**src/hw/rtl/lms_pkg.sv**
```systemverilog
`timescale 1ns / 1ps

package lms_pkg;

   typedef enum logic [1:0] {
      PH_HBLANK = 2'd0,
      PH_VBLANK = 2'd1,
      PH_OAM    = 2'd2,
      PH_XFER   = 2'd3
   } phase_type;

   localparam int unsigned ACC_W  = 16;
   localparam int unsigned LINE_W = 8;

   localparam logic [ACC_W-1:0]  LEN_OAM    = ACC_W'(80);
   localparam logic [ACC_W-1:0]  LEN_XFER   = ACC_W'(172);
   localparam logic [ACC_W-1:0]  LEN_HBLANK = ACC_W'(204);
   localparam logic [ACC_W-1:0]  LEN_LINE   = ACC_W'(456);
   localparam logic [ACC_W-1:0]  ACC_MAX    = {ACC_W{1'b1}};

   localparam logic [LINE_W-1:0] FIRST_VBLANK_LINE = LINE_W'(144);
   localparam logic [LINE_W-1:0] WRAP_LINE         = LINE_W'(153);

   typedef struct packed {
      phase_type         phase;
      logic [LINE_W-1:0] line;
      logic              line_match;
      logic              vblank_irq;
      logic              status_irq;
      logic              line_done;
      logic              display_off;
   } result_type;

endpackage

```
**src/hw/rtl/lcd_mode_sequencer_unit.sv**
```systemverilog
`timescale 1ns / 1ps

// channel  direction  handshake              payload
// req      in         req_valid / req_ready  elapsed_cycles, lcd_on, compare_line,
//                                            compare_irq_enable
// rsp      out        rsp_valid / rsp_ready  phase, line, line_match, vblank_irq,
//                                            status_irq, line_done, display_off
//
// one transaction per clock while req_ready is high; the timing state is updated in the
// cycle of acceptance and its result is registered in the result or skid register, so the
// throughput is set by the single add, compare and subtract on the cycle accumulator
// a two-entry output (result register plus skid register) keeps req_ready high
// while one result waits; req_ready drops only when both are full
// synchronous active-high reset: accumulator 0, oam search, line 0, no results held

module lcd_mode_sequencer_unit (
   input  logic       clock,
   input  logic       reset,
   input  logic       req_valid,
   output logic       req_ready,
   input  logic [9:0] req_elapsed_cycles,
   input  logic       req_lcd_on,
   input  logic [7:0] req_compare_line,
   input  logic       req_compare_irq_enable,
   output logic       rsp_valid,
   input  logic       rsp_ready,
   output logic [1:0] rsp_phase,
   output logic [7:0] rsp_line,
   output logic       rsp_line_match,
   output logic       rsp_vblank_irq,
   output logic       rsp_status_irq,
   output logic       rsp_line_done,
   output logic       rsp_display_off
);

   logic [lms_pkg::ACC_W-1:0]  acc_ff, acc_in;
   lms_pkg::phase_type         phase_ff, phase_in;
   logic [lms_pkg::LINE_W-1:0] line_ff, line_in;
   logic                       match_ff, match_in;

   lms_pkg::result_type        out_ff, skid_ff, res_in;
   logic                       out_valid_ff, skid_valid_ff;

   logic [lms_pkg::ACC_W:0]    acc_sum;
   logic [lms_pkg::ACC_W-1:0]  acc_sat;
   logic [lms_pkg::ACC_W-1:0]  phase_len;
   logic                       phase_step;
   logic [lms_pkg::LINE_W-1:0] line_inc;
   logic                       req_take;
   logic                       rsp_take;

   assign req_ready = !skid_valid_ff;
   assign req_take  = req_valid && req_ready;
   assign rsp_take  = out_valid_ff && rsp_ready;

   assign acc_sum  = {1'b0, acc_ff} + (lms_pkg::ACC_W + 1)'(req_elapsed_cycles);
   assign acc_sat  = acc_sum[lms_pkg::ACC_W] ? lms_pkg::ACC_MAX
                                             : acc_sum[lms_pkg::ACC_W-1:0];
   assign line_inc = line_ff + lms_pkg::LINE_W'(1);

   always_comb begin
      unique case (phase_ff)
         lms_pkg::PH_HBLANK: phase_len = lms_pkg::LEN_HBLANK;
         lms_pkg::PH_VBLANK: phase_len = lms_pkg::LEN_LINE;
         lms_pkg::PH_OAM:    phase_len = lms_pkg::LEN_OAM;
         default:            phase_len = lms_pkg::LEN_XFER;
      endcase
   end

   assign phase_step = acc_sat >= phase_len;

   always_comb begin
      acc_in   = acc_sat;
      phase_in = phase_ff;
      line_in  = line_ff;
      match_in = match_ff;
      res_in   = '0;
      if (!req_lcd_on) begin
         line_in            = '0;
         res_in.display_off = 1'b1;
      end else if (phase_step) begin
         acc_in = acc_sat - phase_len;
         unique case (phase_ff)
            lms_pkg::PH_HBLANK: begin
               line_in = line_inc;
               if (line_inc == lms_pkg::FIRST_VBLANK_LINE) begin
                  phase_in          = lms_pkg::PH_VBLANK;
                  res_in.vblank_irq = 1'b1;
               end else begin
                  phase_in = lms_pkg::PH_OAM;
               end
            end
            lms_pkg::PH_VBLANK: begin
               if (line_inc >= lms_pkg::WRAP_LINE) begin
                  line_in  = '0;
                  phase_in = lms_pkg::PH_OAM;
               end else begin
                  line_in = line_inc;
               end
            end
            lms_pkg::PH_OAM: begin
               phase_in = lms_pkg::PH_XFER;
            end
            default: begin
               phase_in         = lms_pkg::PH_HBLANK;
               res_in.line_done = 1'b1;
            end
         endcase
         // line change: recompute coincidence on the new line
         if (phase_ff == lms_pkg::PH_HBLANK || phase_ff == lms_pkg::PH_VBLANK) begin
            match_in          = line_in == req_compare_line;
            res_in.status_irq = match_in && req_compare_irq_enable;
         end
      end
      res_in.phase      = phase_in;
      res_in.line       = line_in;
      res_in.line_match = match_in;
   end

   always_ff @(posedge clock) begin
      if (reset) begin
         acc_ff        <= '0;
         phase_ff      <= lms_pkg::PH_OAM;
         line_ff       <= '0;
         match_ff      <= 1'b0;
         out_valid_ff  <= 1'b0;
         skid_valid_ff <= 1'b0;
      end else begin
         if (req_take) begin
            acc_ff   <= acc_in;
            phase_ff <= phase_in;
            line_ff  <= line_in;
            match_ff <= match_in;
         end
         priority if (req_take && (!out_valid_ff || rsp_take)) begin
            out_valid_ff <= 1'b1;
         end else if (req_take) begin
            skid_valid_ff <= 1'b1;
         end else if (rsp_take && skid_valid_ff) begin
            skid_valid_ff <= 1'b0;
         end else if (rsp_take) begin
            out_valid_ff <= 1'b0;
         end else begin
            out_valid_ff <= out_valid_ff;
         end
      end
   end

   always_ff @(posedge clock) begin
      priority if (req_take && (!out_valid_ff || rsp_take)) begin
         out_ff <= res_in;
      end else if (req_take) begin
         skid_ff <= res_in;
      end else if (rsp_take && skid_valid_ff) begin
         out_ff <= skid_ff;
      end else begin
         out_ff <= out_ff;
      end
   end

   assign rsp_valid       = out_valid_ff;
   assign rsp_phase       = out_ff.phase;
   assign rsp_line        = out_ff.line;
   assign rsp_line_match  = out_ff.line_match;
   assign rsp_vblank_irq  = out_ff.vblank_irq;
   assign rsp_status_irq  = out_ff.status_irq;
   assign rsp_line_done   = out_ff.line_done;
   assign rsp_display_off = out_ff.display_off;

endmodule

```
**config.mk**
```make
export PLATFORM = sky130hd
export DESIGN_NAME = lcd_mode_sequencer_unit
export DESIGN_NICKNAME = d
export VERILOG_FILES = /design/src/hw/rtl/lms_pkg.sv /design/src/hw/rtl/lcd_mode_sequencer_unit.sv
export SDC_FILE = /design/constraint.sdc
export NUM_CORES = 1
export LEC_CHECK = 0
export BUFFER_PORTS_ARGS = -buffer_cell sky130_fd_sc_hd__clkbuf_2
export CAP_MARGIN = 20
export CORE_MARGIN = 10
export CORE_UTILIZATION = 35
export CTS_CLUSTER_DIAMETER = 30
export DETAILED_ROUTE_END_ITERATION = 16
export HOLD_SLACK_MARGIN = 0.03
export SLEW_MARGIN = 20
export SYNTH_ARGS = -nofsm -noshare
export SYNTH_HDL_FRONTEND = slang
export SYNTH_SLANG_ARGS = --single-unit
```
**constraint.sdc**
```tcl
create_clock -name clock -period 7.6 [get_ports clock]
set_clock_uncertainty 0.05 [all_clocks]
set_input_delay 1.9 -clock clock [delete_from_list [all_inputs] [get_ports clock]]
set_output_delay 1.9 -clock clock [all_outputs]
set_load 0.05 [all_outputs]
```
==> flow_summary.toml, run 1 <==
[logic_synthesis]
synthCells = 554
synth_area_leaders = "edfxtp_1, dfxtp_1, ha_1"
synth_nets = 606
yosys_register_bits = 59
synthFlopType = "edfxtp_1"
synth_edf_count = 30
syn_avg_cell_area_sq_um = 8.65
async_flop_share = 0
netlist.top_cell.by_area = "edfxtp_1"
synth_cell_type_count = 85
yosysSeqAreaShare = 0.309
synth_top_area_share = 0.188
yosysMostFrequentCell = "nand2_1"
ys_warn_count = 0
mappedNetlistArea_sq_mm = 0.00479
synthTopCellsByCount = "nand2_1, nor2_1, o21ai_0"

[clocking]
path_clk_slew_ns = 0.06
cts-root-buf = "clkbuf_16"
cts_setup_buffers = 0
worstSkewPairLatency_ns = 0.33
clk_path_buf_depth = 2
htreeDepth = 3
holdBufCountCts = 0
cts_resized = 0
cts_made_buffers = 9
cts_sinks = 59
cts_tree = "built"

[placement]
gp_congestion = 0.932
placement.setup.worst_slack_ns = 0.465
portBuffers = 40
hpwl_microns = 9980

[run_status]
run_status = "finished clean"

[pwr]
power_switching_uw = 671
p_comb_frac = 0.479
p_leak_nw = 2.04
p_int_uw = 904
ir_drop_mv = 0.133
clkPwrFrac = 0.264
p_per_area_mw_per_mm2 = 292
p_seq_frac = 0.258
switching_share = 0.426

[run]
cap_violations = 0

[floorplan]
start_util = 0.359
coreArea_sq_mm = 0.0133
die_y_microns = 137
row_count = 42
dieArea_sq_mm = 0.0188
die_w_microns = 137
ios = 41

[grt]
grt_max_degree = 32
grt_first_pass_wirelength_microns = 21700
overflow = 0
use_met2 = 0.216
grt_pass1_vias = 4217
met3_usage = 0.0326
top_usage_layer = "met2"
grt.total_usage = 0.143
grt_util_met1 = 0.190
antenna_found_initial = 0

[critical_path]
critical_path_required_ns = 7.63
cp-end-kind = "register"
path_class = "input pin to register"
crit_arrival_ns = 6.90
worstSetupStartpointType = "input pin"
r2r_cells = 18
crit_fanout = 19

[timing]
fin_setup_tns_ns = 0
fmax_mhz = 146
relSlewSlack = 0.424
tightestPinTransition_ns = 0.842
period_share = 0.904
setup_slack_ns = 0.728
rsz0062_at_grt = "no"
hold_violations = 0
period_needed_ns = 6.87
drv_slew = 0
final-setup-viol-count = 0

[final_layout]
num_antenna_cells = 0
area_growth_pct = 12.3
fillers = 1377
nNetsFinal = 631
drive_above_1_share = 0.161

[route]
vias = 4422
postRouteAntennaNets = 0
wl_per_cell_microns = 17.7
drc = 0
first_iter_violations = 308
drt-total-wl_microns = 13400
firstDrtPassIters = 5
via_per_inst = 5.82

[min_path]
min_path_type = "register to register"
hold_depth = 1
-- cells in the final DEF, fill, tap and decap left out, types with 4 or more instances in the layout --
cell type,n
a31oi_1,10
a211oi_1,7
and3_1,10
o2111ai_1,4
mux2i_1,9
nor2_1,43
a21oi_1,29
inv_1,23
nor2b_1,7
a22o_1,4
mux2_2,4
a21o_1,6
clkbuf_2,40
a21boi_0,5
o22ai_1,5
o211ai_1,4
nand2b_1,5
o21ai_0,37
o31ai_1,9
nor3_1,12
dfxtp_1,29
nor4_1,5
o32a_1,4
o21a_1,5
ha_1,26
clkbuf_16,9
nand3_1,21
xor2_1,8
and2_1,7
edfxtp_1,30
xnor2_1,13
nand4_1,8
nand2_1,61
-- flip-flops by register name (all words and copies together), names as in the netlist --
signal / count
rsp_line_done: 1
rsp_line: 8
match_ff: 1
skid_valid_ff: 1
line_ff: 8
rsp_status_irq: 1
skid_ff: 15
rsp_line_match: 1
rsp_valid: 1
acc_ff: 16
rsp_vblank_irq: 1
rsp_phase: 2
phase_ff: 2
rsp_display_off: 1
-- metrics by stage --
| step | hold slack, ns | power (mW) | cell area [sq um] | instances | util |
|---|---|---|---|---|---|
| floorplan | 0.413 | 1.01 | 4790 | 554 | - |
| global placement | 0.422 | 1.14 | 5080 | 744 | 0.380 |
| detailed placement | 0.433 | 1.15 | 5080 | 744 | 0.381 |
| CTS | 0.447 | 1.57 | 5380 | 760 | 0.403 |
| global route | 0.456 | 1.68 | 5380 | 760 | 0.403 |
| finish | 0.446 | 1.57 | 5380 | 760 | 0.403 |
-- kinds of logic (layout without fill, tap and decap cells) --
kind of cell | Yosys count | after routing | synth area share
xor gates and xnor gates | 22 | 22 | 0.0441
DFF | 59 | 59 | 0.309
and+or+nand+nor | 212 | 212 | 0.239
adders and majority gates | 28 | 28 | 0.0762
AOI/OAI and AO/OA | 166 | 166 | 0.244
muxes | 15 | 15 | 0.0360
buffers and inverters | 52 | 82 | 0.0519
-- critical path, cell delays in order --
cell	delay [ns]
clkbuf_2	0.08
ha_1	0.22
fa_1	0.41
a21o_1	0.20
a221oi_1	0.38
o32a_1	0.24
buf_4	0.18
and2_1	0.18
ha_1	0.17
inv_1	0.06
fa_1	0.41
a21o_1	0.18
a21oi_1	0.22
nor2b_1	0.09
o21ai_0	0.53
and4bb_2	0.51
a41oi_4	0.37
and2_1	0.31
mux2_2	0.26
-- final cells by class --
class	instances	area [sq um]	share of cell area
sequential	59	1480	0.275
tap	176	220	0.0409
clock inverter	7	77.6	0.0144
clock buffer	9	225	0.0418
timing repair buffer	43	223	0.0414
inverter	23	86.3	0.0160
multi-input combinational	443	3070	0.570
-- worst paths after layout --
path	from	endpoint	slack, ns
max	req_elapsed_cycles[0]	rsp_line_done	0.73
min	match_ff	match_ff	0.45
max reg2reg	acc_ff[0]	rsp_line_done	2.09
min reg2reg	match_ff	match_ff	0.45
-- metal layers --
metal / wire length, microns / vias up
met4: 421 / 0
li1: - / 2143
met1: 6130 / 2084
met2: 5960 / 162
met3: 942 / 33
met5: 0 / -
-- power by group through the flow --
stage                     Sequential [mW]  Combinational (mW)  Clock (mW)
after floorplan                     0.424               0.583           0
after global placement              0.411               0.728           0
after detailed placement            0.411               0.737           0
after CTS                           0.405               0.742       0.426
after global routing                0.410               0.831       0.440
final                               0.406               0.754       0.415
(Power assumes the default switching activity.)
==> run 2: changes to the inputs <==
- clock period: 7.6 -> 6.1 ns (I/O delays scaled with it)
==> run 2 against run 1 <==
Net effect:
- total power rose by 21%
- sequential cell count did not move
- die area did not move
- critical path depth fell by 2
- worst hold slack improved by 0.016 ns
- design area fell by 0.16%
- worst setup slack got worse by 0.33 ns
- clock power rose by 6.0%
- count of clock-buffer cells in the layout did not move
- critical path type unchanged
- largest cell class unchanged
- largest power group unchanged
==> flow_summary.toml, run 2 (synthesis results as in run 1) <==
[grt]
grt.total_usage = 0.143
grt_max_degree = 32
antenna_found_initial = 0
overflow = 0
grt_pass1_vias = 4251
grt_first_pass_wirelength_microns = 21800

[timing]
hold_violations = 0
fmax_mhz = 175
fin_setup_tns_ns = 0
period_needed_ns = 5.70
relSlewSlack = 0.417
final-setup-viol-count = 0
tightestPinTransition_ns = 0.852
rsz0062_at_grt = "no"
setup_slack_ns = 0.402
drv_slew = 0
period_share = 0.934

[critical_path]
critPathBufInv = 2
cp-end-kind = "register"
crit_fanout = 13
critical_path_required_ns = 6.11
cp_cell_sequence = "clkbuf_2, ha_1, fa_1, a21o_1, a221oi_1, o32a_1, buf_4, nand2_1, fa_1, a21o_1, a21oi_1, nor2b_1, o21ai_0, and4bb_2, a41oi_2, mux2i_1, o21ai_0"
worstSetupStartpointType = "input pin"
critPathMaxStageDelay_ns = 0.45
path_delay_family = "compound AO/OA/AOI/OAI gates"
crit_slowest_cell = "fa_1"
crit_arrival_ns = 5.71
path_class = "input pin to register"

[clocking]
cts-root-buf = "clkbuf_16"
cts_resized = 0
holdBufCountCts = 0
cts_made_buffers = 9
cts_tree = "built"
cts_sinks = 59
worstSkewPairLatency_ns = 0.32
htreeDepth = 3
path_clk_slew_ns = 0.05
clk_path_buf_depth = 2
cts_setup_buffers = 0

[final_layout]
nNetsFinal = 636
num_antenna_cells = 0
design_area_sq_mm = 0.00537
final_cell_mix = "nand2_1, nor2_1, clkbuf_2"
drive_above_1_share = 0.163
top_regs = "acc_ff (16), skid_ff (15)"
utilization = 0.403
area_growth_pct = 12.1
final_common_cell = "nand2_1"
regMostFlops = "acc_ff"
largest_reg_flops = 16

[placement]
portBuffers = 40
hpwl_microns = 10100
place_area_sq_mm = 0.00511
gp_congestion = 0.938
placement.setup.worst_slack_ns = 0.0816

[pwr]
p_leak_nw = 2.04
p_per_area_mw_per_mm2 = 353
ir_drop_mv = 0.158

[route]
drt-total-wl_microns = 13200
wl_per_cell_microns = 17.3
postRouteAntennaNets = 0
vias = 4385
firstDrtPassIters = 5
drc = 0
first_iter_violations = 273
via_per_inst = 5.74

[floorplan]
die_y_microns = 137
ios = 41
dieArea_sq_mm = 0.0188
coreArea_sq_mm = 0.0133
row_count = 42
die_w_microns = 137
start_util = 0.359

[run]
cap_violations = 0

[min_path]
min_path_type = "register to register"

[run_status]
run_status = "finished clean"
==> run 2: worst register-to-register path, delay by kind of cell (launching register included) <==
kind,cells,cell delay [ns]
simple gates,3,0.66
buf+inv,1,0.19
flops,1,0.30
compound gates,8,1.82
fa+ha+maj,3,1.06
mux,1,0.36
==> run 2: final timing paths <==
kind	startpoint	end	slack [ns]	cells after the start
worst max-delay path	req_elapsed_cycles[0]	rsp_line[1]	0.40	17
worst min-delay path	match_ff	match_ff	0.46	1
worst max register to register	acc_ff[0]	rsp_line[1]	1.39	16
worst min register to register	match_ff	match_ff	0.46	1
==> run 2: layout make-up <==
cell class,instances,area [sq um]
timing repair buffer,48,260
clock buffer,9,225
tap,176,220
sequential,59,1480
fill,1355,7970
multi-input combinational,443,3070
inverter,23,86.3
clock inverter,6,33.8
==> run 2: metal layers <==
metal	global-route usage	up-vias	part of all wire
li1	-	2145	-
met5	0	-	0
met2	0.229	140	0.46
met4	0.0498	0	0.016
met1	0.184	2083	0.46
met3	0.0337	17	0.066
==> run 2: where the power goes <==
part	total [mW]	switching [mW]	internal [mW]	leakage, nW
registers	0.504	0.0397	0.464	0.515
clock network	0.440	0.172	0.268	0.124
logic	0.955	0.589	0.366	1.40
==> run 2: stage by stage <==
step | power, mW | hold WS, ns | std cells
floorplan | 1.25 | 0.413 | 554
global placement | 1.44 | 0.422 | 749
detailed placement | 1.45 | 0.433 | 749
CTS | 1.90 | 0.452 | 764
global route | 2.04 | 0.495 | 764
finish | 1.90 | 0.461 | 764
